### src/tops_pkg.sv
// Package for the timestamp ordered packet scheduler: sizes, codes, queue entry type.
// No dependencies.
package tops_pkg;
  localparam int SlotCount = 16;
  localparam int MaxBytes = 64;
  localparam int SlotW = 4;
  localparam int ByteW = 6;
  localparam int LenW = 7;
  localparam int AddrW = SlotW + ByteW;

  typedef enum logic [1:0] {
    OP_ADD = 2'd0, OP_GET = 2'd1, OP_FREE = 2'd2, OP_NONE = 2'd3
  } op_t;

  typedef enum logic [2:0] {
    ST_OK = 3'd0, ST_FULL = 3'd1, ST_EMPTY = 3'd2, ST_BAD_SLOT = 3'd3, ST_TOO_LONG = 3'd4
  } status_t;

  typedef enum logic [1:0] {
    BK_IDLE = 2'd0, BK_SEND = 2'd1, BK_SCAN = 2'd2
  } bk_state_t;

  // front-to-back command: one add byte, a get or a free
  typedef struct packed {
    op_t         op;
    logic [31:0] sec;
    logic [19:0] usec;
    logic [7:0]  data;
    logic        fin;
    logic [7:0]  idx;
  } cmd_t;
endpackage

### src/tops_queue.sv
// Two-entry command queue between front and back.
// Depends on tops_pkg.
module tops_queue
  import tops_pkg::*;
(
  input  logic clk,
  input  logic rst_n,
  input  logic push,
  input  cmd_t push_cmd,
  output logic full,
  input  logic pop,
  output logic nonempty,
  output cmd_t head
);
  cmd_t       mem_r [2];
  logic       wp_r, rp_r;
  logic [1:0] cnt_r;

  assign full = (cnt_r == 2'd2);
  assign nonempty = (cnt_r != 2'd0);
  assign head = mem_r[rp_r];

  always_ff @(posedge clk) begin
    if (push) mem_r[wp_r] <= push_cmd;
    if (!rst_n) begin
      wp_r <= 1'b0;
      rp_r <= 1'b0;
      cnt_r <= 2'd0;
    end else begin
      if (push) wp_r <= ~wp_r;
      if (pop) rp_r <= ~rp_r;
      cnt_r <= cnt_r + {1'b0, push} - {1'b0, pop};
    end
  end
endmodule

### config.mk
export PLATFORM = sky130hd
export DESIGN_NAME = tops_queue
export DESIGN_NICKNAME = d
export VERILOG_FILES = /design/src/tops_pkg.sv /design/src/tops_queue.sv
export SDC_FILE = /design/constraint.sdc
export NUM_CORES = 1
export LEC_CHECK = 0
export CORE_ASPECT_RATIO = 0.5
export CORE_MARGIN = 3
export CORE_UTILIZATION = 62
export DETAILED_ROUTE_END_ITERATION = 8
export DONT_BUFFER_PORTS = 1
export GPL_TIMING_DRIVEN = 0
export PLACE_DENSITY = 0.89
export SYNTH_ARGS = -nofsm -noshare
export SYNTH_HDL_FRONTEND = slang
export SYNTH_SLANG_ARGS = --single-unit
export TNS_END_PERCENT = 1
### constraint.sdc
create_clock -name clk -period 4.5 [get_ports clk]
set_input_delay 0.225 -clock clk [delete_from_list [all_inputs] [get_ports clk]]
set_output_delay 0.225 -clock clk [all_outputs]
set_load 0.01 [all_outputs]
After elaboration in Yosys (flattened, before gate mapping)
Memory sizes are Yosys's and may differ from the RTL's. A register that Yosys moved wholly into a read port is not among the register bits.
Index checks and enable logic that the tools add are counted.
Cells by class
  add/sub/neg operators: 2
  equal/unequal tests: 1
  multiplexer cells: 4
  bitwise logic cells: 2
  reductions and logical operators: 1
Operators by type and width (number)
  2-to-1 mux 1 bit: 4
  adder 2 x 1 -> 2 bit: 1
  equality test 2 bit (second input constant): 1
  NOT 1 bit: 2
  nonzero test 2 bit: 1
  subtractor 2 x 1 -> 2 bit: 1
Word-level totals
  flip-flop bits (word level): 4
  memory bits (writable): 142
  input bits: 75
  output and inout bits: 73
  logic and storage cells: 14
  memories kept: 1
Memory list
  mem_r: words 2, width 71, rd ports 1, clocked after Yosys merged registers in 1, wr ports 1, line tops_queue.sv:15  | cmd_t mem_r [2];

Longest topological paths before layout
Gate-level depths: netlist of run 1.
  word-level depth: 3
  depth in mapped cells: 6
  depth with buffers taken out: 6

Worst setup path after synthesis of run 1
OpenSTA, ideal clock, no wires.
  path type: flip-flop to flip-flop
  start: register wp_r
  end: memory mem_r[0][0] (netlist bit) (enable)
  setup time: 0.510 ns
  arrival: 3.479 ns
  data required time: 3.990 ns
  path slack: 0.512 ns
  cell stages (with the launch flop): 2
  buffers on the path: 0
  period minus slack after synthesis: 3.988 ns
  path through: dfxtp_1 -> nor2b_1
RTL lines
  start: declaration: line tops_queue.sv:16  | logic wp_r, rp_r;
  start signal: assignment: line tops_queue.sv:30  | if (push) wp_r <= ~wp_r;
  end: declaration: line tops_queue.sv:15
No word-level cell before the write port.

Final worst setup path of run 1
  start: register wp_r
  end: memory mem_r[1][67] (netlist bit) (enable)
No word-level cell before the write port.

==> reports/qor.yml, run 1 <==
outcome:
  status: "completed"
worst_hold_path:
  min_from: "push"
  min_path_cells: 2
  hp-class: "in2reg"
  worstHoldEndpoint: "wp_r"
layout:
  mostFrequentLayoutCells: "edfxtp_1, dlygate4sd3_1, mux2_4, clkbuf_16, buf_12"
  layout-drive-gt1-share: 0.322
  design_area_mm2: 0.00721
  layout_commonest_cell: "edfxtp_1"
  diodes: 0
  syn_to_final_growth_pct: 26.4
  fin_nets: 412
  nFillCells: 433
power_and_ir_drop:
  power.net_switching_uw: 714
  power.share.sequential: 0.478
  clkPwrFrac: 0.413
  combPwrFrac: 0.109
  p_sw_frac: 0.213
  total_power_mw: 3.36
  p_int_mw: 2.65
  p_leak_nw: 2.63
  power_density_mw_per_mm2: 466
  ir_worst_vdd_mv: 0.350
sta:
  rsz0062_at_grt: "false"
  hold_violations: 0
  layout_setup_ws_ns: 2.81
  setup_tns_ns: 0
  holdWs_ns: 0.0466
  setup_viol: 0
  worst_pin_slew_ns: 0.993
  period_needed_ns: 1.69
  slew_viol_final: 0
  fmax_ghz: 0.592
  clock_skew_ns: 0.00358
  fin_crit_sh: 0.376
  maxSlewHeadroom: 0.338
floorplanning:
  dieHeight_um: 73.8
  rows: 24
  die_w_um: 142
  dieArea_mm2: 0.0105
  io_pins: 148
  coreArea_mm2: 0.00883
  initial_core_util: 0.646
placed_design:
  dp_slack_ns: 2.84
  hpwl_mm: 6.14
  gp_congestion: 0.702
  placed_area_mm2: 0.00590
  portBuffers: 0
clock_tree:
  cts_tree: "built"
  holdBufCountCts: 72
  htreeDepth: 4
  post_cts_resized: 0
  cts_buffers: 17
  clk-insertion-delay-late_ns: 0.40
  cts_setup_buffers: 0
  cts.sinks: 147
  clockRootBuffer: "clkbuf_16"
  clockBufferDepth: 2
  clk_pin_slew_ns: 0.06
global_route:
  grt_first_pass_wirelength_mm: 15.0
  grt_pass1_vias: 2716
  grt_start_max_net_pins: 72
  grt_antenna_before_repair: 0
  grt_use_total: 0.197
  overflow: 0
yosys:
  syn_nets: 319
  synthDistinctLibCells: 14
  avgSynthCellArea_um2: 23.6
  yosys_warnings: 0
  synth_area_mm2: 0.00571
  ys_ff_latch: 147
  synth_seq_area_share: 0.765
  netlist_instances: 242
critical_path:
  cpPeakStageDelay_ns: 0.82
  crit_path_cell_trace: "and2_4"
  crit_arrival_ns: 1.72
  regToRegSetupSlack_ns: 2.81
  r2r_end: "mem_r[1][67]"
  crit_type: "reg2reg"
  crit_path_start_kind: "flip-flop"
  cp_num_buf_inv: 0
  crit_family: "simple AND/OR/NAND/NOR gates"
  required_ns: 4.53
  cp_slowest_cell: "and2_4"
  r2r-start: "wp_r"
  worstSetupEndpointType: "flip-flop"
  ff2ff_path_depth: 1
  crit_fanout: 71
routing:
  vias_per_cell: 5.46
  dr_total_vias: 2540
  drt-total-wl_mm: 9.93
  wire_per_inst_um: 21.3
  ant_nets: 0
  drc: 0
  firstDrtPassIters: 4
  first_iter_violations: 126
job:
  maxCapViolations: 0
-- registers in the layout, indices dropped and copies added, names as in the netlist, named ones only --
name and count:
rp_r 1, mem_r 142, cnt_r 2, wp_r 1
-- through the flow --
stage / util / cells
after CTS: 0.817 / 465
after global placement: 0.663 / 359
final: 0.817 / 465
after detailed placement: 0.669 / 361
after floorplan: - / 242
after global routing: 0.817 / 465
-- worst max-delay path by stage --
stage              start      endpoint  cells past startpoint
6_report            wp_r  mem_r[1][67]                      1
3_5_place_dp        wp_r  mem_r[1][38]                      1
4_1_cts        flip-flop      head[39]                      3
3_3_place_gp        wp_r  mem_r[0][36]                      1
2_1_floorplan       wp_r   mem_r[0][0]                      1
5_1_grt             wp_r  mem_r[1][47]                      1
-- cells by family after synthesis --
family	synth area share
xor+xnor	0.00548
mux	0.186
buf+inv	0.0279
fa+ha+maj	0.00439
compound gates	0.00132
flops	0.765
simple gates	0.00987
-- cell usage after synthesis --
cell type | instances | area, um2
nor2b_1 | 4 | 25.0
or2_2 | 1 | 6.26
ha_1 | 2 | 25.0
xor2_1 | 1 | 8.76
and2_1 | 4 | 25.0
mux2_4 | 70 | 1050
dfxtp_1 | 5 | 100
xnor3_1 | 1 | 22.5
inv_1 | 2 | 7.51
buf_12 | 7 | 140
edfxtp_1 | 142 | 4260
mux2_2 | 1 | 11.3
buf_6 | 1 | 11.3
o21a_1 | 1 | 7.51
-- routing by layer --
layer	vias up	global-route usage	routed length (um)
met5	-	0	0
met4	0	0.0915	214
met3	22	0.0650	633
met2	98	0.343	5310
met1	1280	0.228	3760
li1	1140	-	-
-- power groups by stage --
stage | Sequential [mW] | Clock (mW) | Combinational (mW)
6_report | 1.61 | 1.39 | 0.365
3_5_place_dp | 1.64 | 0 | 0.305
3_3_place_gp | 1.64 | 0 | 0.289
4_1_cts | 1.61 | 1.41 | 0.365
5_1_grt | 1.61 | 1.48 | 0.385
2_1_floorplan | 1.63 | 0 | 0.257
-- final cells by class --
class / instances / area (um2) / area share
multi-input cells: 85 / 1190 / 0.165
plain buffers: 8 / 151 / 0.0210
repair buffers: 74 / 761 / 0.105
inverters: 2 / 7.51 / 0.00104
clock buffers: 18 / 429 / 0.0595
clock inverters: 14 / 163 / 0.0225
flip-flops and latches: 147 / 4360 / 0.605
well taps: 117 / 146 / 0.0203
No activity file was read; power rests on OpenSTA's default activity.
==> run 2, diff against run 1 <==
--- a/config.mk
+++ b/config.mk
@@ -5,6 +5,7 @@
 export SDC_FILE = /design/constraint.sdc
 export NUM_CORES = 1
 export LEC_CHECK = 0
+export ABC_AREA = 1
 export CORE_ASPECT_RATIO = 0.5
 export CORE_MARGIN = 3
 export CORE_UTILIZATION = 62
==> constraint.sdc (replaced) <==
create_clock -name clk -period 1.6 [get_ports clk]
set_input_delay 0.08 -clock clk [delete_from_list [all_inputs] [get_ports clk]]
set_output_delay 0.08 -clock clk [all_outputs]
set_load 0.01 [all_outputs]
==> run 2 against run 1 <==
- sequential power grew to 2.8 times the previous value
- clock power grew to 3.0 times the previous value
- cell count grew 3.7%
- flip-flop and latch count stayed put
- utilization rose by 0.95 points
- count of clock-buffer cells in the layout up 2
- global-route usage up 2.3 points
- critical path type is now reg2out
==> reports/qor.yml, run 2 <==
outcome:
  status: "completed"
worst_hold_path:
  hp-class: "in2reg"
  min_path_cells: 3
sta:
  period_needed_ns: 1.53
  hold_violations: 0
  fmax_ghz: 0.655
  fin_crit_sh: 0.954
  setup_viol: 0
  worst_pin_slew_ns: 0.434
  layout_setup_ws_ns: 0.0730
  slew_viol_final: 0
  maxSlewHeadroom: 0.710
  setup_tns_ns: 0
  rsz0062_at_grt: "false"
  clock_skew_ns: 0.0116
  holdWs_ns: 0.186
placed_design:
  dp_cells: 374
  dp_slack_ns: -0.242
  hpwl_mm: 6.51
  gp_congestion: 0.662
  portBuffers: 0
clock_tree:
  cts_buffers: 17
  clk_pin_slew_ns: 0.06
  htreeDepth: 4
  cts_tree: "built"
  clockBufferDepth: 2
  clk-insertion-delay-late_ns: 0.41
  clockRootBuffer: "clkbuf_16"
  cts.sinks: 147
yosys:
  yosys.area.top_type: "edfxtp_1"
  yosys_warnings: 0
  synth_area_mm2: 0.00570
  netlist_instances: 254
  synth_top_area_share: 0.748
  synth.most_common_cell: "edfxtp_1"
  synth_edf_count: 142
  avgSynthCellArea_um2: 22.5
  syn_nets: 331
  ys_ff_latch: 147
  synthDistinctLibCells: 12
  yosys_most_used_dff: "edfxtp_1"
  netlist_top_cells_area: "edfxtp_1, mux2_4, buf_12, dfxtp_1, nand2_1"
  synth_seq_area_share: 0.765
  synth-async-reset-ratio: 0
  synth_commonest_cells: "edfxtp_1, mux2_4, nand2_1"
floorplanning:
  coreArea_mm2: 0.00883
  rows: 24
  dieHeight_um: 73.8
  dieArea_mm2: 0.0105
  initial_core_util: 0.646
  io_pins: 148
  die_w_um: 142
critical_path:
  worstSetupEndpointType: "output pin"
  required_ns: 1.52
  cpPeakStageDelay_ns: 0.34
  crit_fanout: 10
  crit_arrival_ns: 1.45
  crit_type: "reg2out"
  crit_path_cell_trace: "buf_6 -> buf_12 -> mux2_4"
  cp_slowest_cell: "mux2_4"
  crit_path_start_kind: "flip-flop"
  ff2ff_path_depth: 8
global_route:
  grt_antenna_before_repair: 0
  grt_pass1_vias: 2842
  overflow: 0
  grt_first_pass_wirelength_mm: 16.5
  grt_start_max_net_pins: 38
  grt_use_total: 0.221
routing:
  dr_total_vias: 2666
  drt-total-wl_mm: 11.2
  drc: 0
  wire_per_inst_um: 23.3
  vias_per_cell: 5.53
  firstDrtPassIters: 4
  first_iter_violations: 197
  ant_nets: 0
power_and_ir_drop:
  combPwrFrac: 0.097
  total_power_mw: 9.58
  p_int_mw: 7.55
  power.share.sequential: 0.472
  power.net_switching_mw: 2.03
  ir_worst_vdd_mv: 0.955
  p_sw_frac: 0.212
  clkPwrFrac: 0.431
  p_leak_nw: 2.69
  power_density_mw_per_mm2: 1310
layout:
  largest_reg_flops: 142
  diodes: 0
  multi_input_area_mm2: 0.00117
  fin_cells: 482
  fin_nets: 429
  reg.largest.list: "mem_r: 142 flops, cnt_r: 2 flops"
  top_register: "mem_r"
  nFillCells: 416
  syn_to_final_growth_pct: 28.0
  layout_commonest_cell: "edfxtp_1"
  mostFrequentLayoutCells: "edfxtp_1, dlygate4sd3_1, mux2_4, clkbuf_16, buf_12"
  seqCellArea_mm2: 0.00437
  layout-drive-gt1-share: 0.321
job:
  maxCapViolations: 0
## run 2: layout make-up
class | instances | share of cell area
multi-input cells | 92 | 0.160
clock inverters | 12 | 0.0249
inverters | 7 | 0.00411
flip-flops and latches | 147 | 0.598
repair buffers | 78 | 0.111
repair inverters | 1 | 0.00103
clock buffers | 20 | 0.0598
well taps | 117 | 0.0201
plain buffers | 8 | 0.0207
## run 2: worst max-delay path, delay by kind of cell (launching register included)
family,cells,cell delay [ns]
buf+inv,2,0.38
flops,1,0.32
mux,1,0.34
## run 2: kinds of logic (layout without fill, tap and decap cells)
family          Yosys count  count (layout)  share of synthesized area
buf+inv                  15             126                     0.0312
simple gates             18              18                     0.0121
flops                   147             147                      0.765
fa+ha+maj                 2               2                    0.00439
mux                      71              71                      0.186
compound gates            1               1                   0.000877
## run 2: repair_timing
item | in CTS | in global routing
gates cloned | 1 | 0
hold endpoints to repair | 147 | 0
buffers inserted | 0 | 1
hold buffers | 74 | 0
resized for setup | 1 | 0
endpoints found under the setup margin | 71 | 37
## run 2: final timing paths
path	startpoint	endpoint	slack [ns]
setup / recovery	flip-flop	head[49]	0.07
hold / removal	push	mem_r[0][14]	0.19
setup reg to reg	cnt_r[0]	cnt_r[1]	0.14
hold reg to reg	wp_r	wp_r	0.53
## run 2: power groups by stage
stage	logic, mW	clock network (mW)	registers (mW)
final	0.928	4.13	4.52
after global routing	0.982	4.33	4.54
after global placement	0.692	0	4.59
after floorplan	0.611	0	4.58
after detailed placement	0.741	0	4.60
after CTS	0.925	4.15	4.52
## run 2: per-layer routing
metal  part of all wire  global-route usage  wire length, um
met3              0.055              0.0501              612
met1               0.39               0.269             4430
met5                  0                   0                0
met4              0.011              0.0894              122
met2               0.54               0.390             6050
## run 2: metrics by stage
step	util	instance area [um2]
after floorplan	-	5720
after global placement	0.664	5860
after detailed placement	0.671	5920
after CTS	0.826	7290
after global routing	0.827	7300
final	0.827	7300
==> run 3, diff against run 2 <==
--- a/config.mk
+++ b/config.mk
@@ -5,10 +5,10 @@
 export SDC_FILE = /design/constraint.sdc
 export NUM_CORES = 1
 export LEC_CHECK = 0
-export ABC_AREA = 1
 export CORE_ASPECT_RATIO = 0.5
 export CORE_MARGIN = 3
 export CORE_UTILIZATION = 62
+export CTS_CLUSTER_DIAMETER = 30
 export DETAILED_ROUTE_END_ITERATION = 8
 export DONT_BUFFER_PORTS = 1
 export GPL_TIMING_DRIVEN = 0
==> run 3 against run 2 <==
- worst setup slack got worse by 0.016 ns
- maximum frequency down 1.0%
- critical path depth is 1 lower
- sequential share of layout area is 0.13 points higher
- critical path type is now reg2reg
- critical endpoint is now mem_r[0][37]
==> reports/qor.yml, run 3 (synthesized netlist as in run 1, its figures left out) <==
placed_design:
  dp_slack_ns: 0.0312
  dp_cells: 361
  hpwl_mm: 6.15
  gp_congestion: 0.683
  portBuffers: 0
worst_hold_path:
  min_path_cells: 1
  hp-class: "in2reg"
sta:
  slew_viol_final: 0
  hold_violations: 0
  layout_setup_ws_ns: 0.0571
  setup_viol: 0
  fmax_ghz: 0.648
  period_needed_ns: 1.54
  clock_skew_ns: 0.00610
  maxSlewHeadroom: 0.416
  worst_pin_slew_ns: 0.876
  fin_crit_sh: 0.964
  holdWs_ns: 0.0974
  rsz0062_at_grt: "true"
power_and_ir_drop:
  p_int_mw: 7.77
  combPwrFrac: 0.107
  clkPwrFrac: 0.429
  p_sw_frac: 0.201
  ir_worst_vdd_mv: 0.882
  power.share.sequential: 0.465
  power.net_switching_mw: 1.96
  power_density_mw_per_mm2: 1340
  p_leak_nw: 2.68
global_route:
  grt_pass1_vias: 2764
  grt_antenna_before_repair: 0
  grt_first_pass_wirelength_mm: 15.9
  overflow: 0
  grt_use_total: 0.212
  grt_start_max_net_pins: 72
clock_tree:
  cts_setup_buffers: 0
  htreeDepth: 4
  clockBufferDepth: 2
  cts_tree: "built"
  clockRootBuffer: "clkbuf_16"
  clk_pin_slew_ns: 0.06
  cts_buffers: 17
  cts.sinks: 147
  post_cts_resized: 0
  clk-insertion-delay-late_ns: 0.41
routing:
  vias_per_cell: 5.53
  drt-total-wl_mm: 10.5
  dr_total_vias: 2587
  wire_per_inst_um: 22.5
  first_iter_violations: 126
  drc: 0
  ant_nets: 0
  firstDrtPassIters: 4
layout:
  reg.largest.list: "mem_r: 142 flops, cnt_r: 2 flops"
  diodes: 0
  mostFrequentLayoutCells: "edfxtp_1, dlygate4sd3_1, mux2_4, clkbuf_16, buf_12"
  layout_commonest_cell: "edfxtp_1"
  fin_nets: 415
  layout-drive-gt1-share: 0.316
  fin_cells: 468
  top_register: "mem_r"
  syn_to_final_growth_pct: 27.6
  largest_reg_flops: 142
floorplanning:
  initial_core_util: 0.646
  rows: 24
  dieArea_mm2: 0.0105
  coreArea_mm2: 0.00883
  die_w_um: 142
  io_pins: 148
  dieHeight_um: 73.8
outcome:
  status: "completed"
job:
  maxCapViolations: 0
critical_path:
  required_ns: 1.70
  ff2ff_path_depth: 2
  crit_type: "reg2reg"
  crit_path_start_kind: "flip-flop"
  crit_fanout: 29
  worstSetupEndpointType: "flip-flop"
  crit_arrival_ns: 1.64
[run 3: changes by cell type in the layout (fill, tap and decap cells not counted), sizes merged, moves of 2 or more]
| cell | before | now |
|---|---|---|
| nand2 | 9 | 0 |
| buf | 12 | 10 |
| clkinvlp | 6 | 1 |
| inv | 7 | 3 |
| nor2 | 8 | 0 |
| and2 | 0 | 5 |
| nor2b | 0 | 4 |
[run 3: through the flow]
| stage | utilization | power (mW) | instance area [um2] | setup TNS (ns) |
|---|---|---|---|---|
| finish | 0.825 | 9.72 | 7280 | 0 |
| global route | 0.825 | 10.0 | 7280 | -0.841 |
| floorplan | - | 5.30 | 5720 | -20.37 |
| global placement | 0.664 | 5.40 | 5860 | -70.61 |
| CTS | 0.824 | 9.78 | 7270 | 0 |
| detailed placement | 0.670 | 5.46 | 5910 | 0 |
[run 3: power by group through the flow]
| stage | Clock, mW | Combinational, mW | Sequential [mW] |
|---|---|---|---|
| 6_report | 4.17 | 1.04 | 4.52 |
| 3_3_place_gp | 0 | 0.814 | 4.58 |
| 3_5_place_dp | 0 | 0.861 | 4.60 |
| 5_1_grt | 4.38 | 1.10 | 4.54 |
| 2_1_floorplan | 0 | 0.726 | 4.58 |
| 4_1_cts | 4.23 | 1.04 | 4.52 |
[run 3: worst paths after layout]
check	startpoint	slack, ns	end
worst max register to register	wp_r	0.06	mem_r[0][37]
worst min register to register	rp_r	0.61	flip-flop
worst min-delay path	push	0.1	mem_r[0][20]
worst max-delay path	wp_r	0.06	mem_r[0][37]
[run 3: final cells by class]
cell class                      count  area (um2)
Buffer                              8         151
Clock buffer                       21         440
Clock inverter                     11         183
Fill cell                         424        1550
Inverter                            2        7.51
Multi-Input combinational cell     86        1200
Sequential cell                   147        4370
Tap cell                          117         146
Timing Repair Buffer               76         788
[run 3: worst max-delay path, cell delays in order (launching register included)]
cell and delay [ns]:
dfxtp_2 0.35, nor2b_4 0.59, buf_12 0.29
[run 3: layer usage]
layer	track usage	up-vias	share of wire
li1	-	1147	-
met1	0.228	1314	0.36
met2	0.391	104	0.56
met3	0.0657	22	0.057
met4	0.0947	0	0.020
met5	0	-	0
[run 3: what timing repair did]
action	in CTS	in global routing
hold buffers	74	0
endpoints found under the hold margin	147	0
endpoints found under the setup margin	0	100
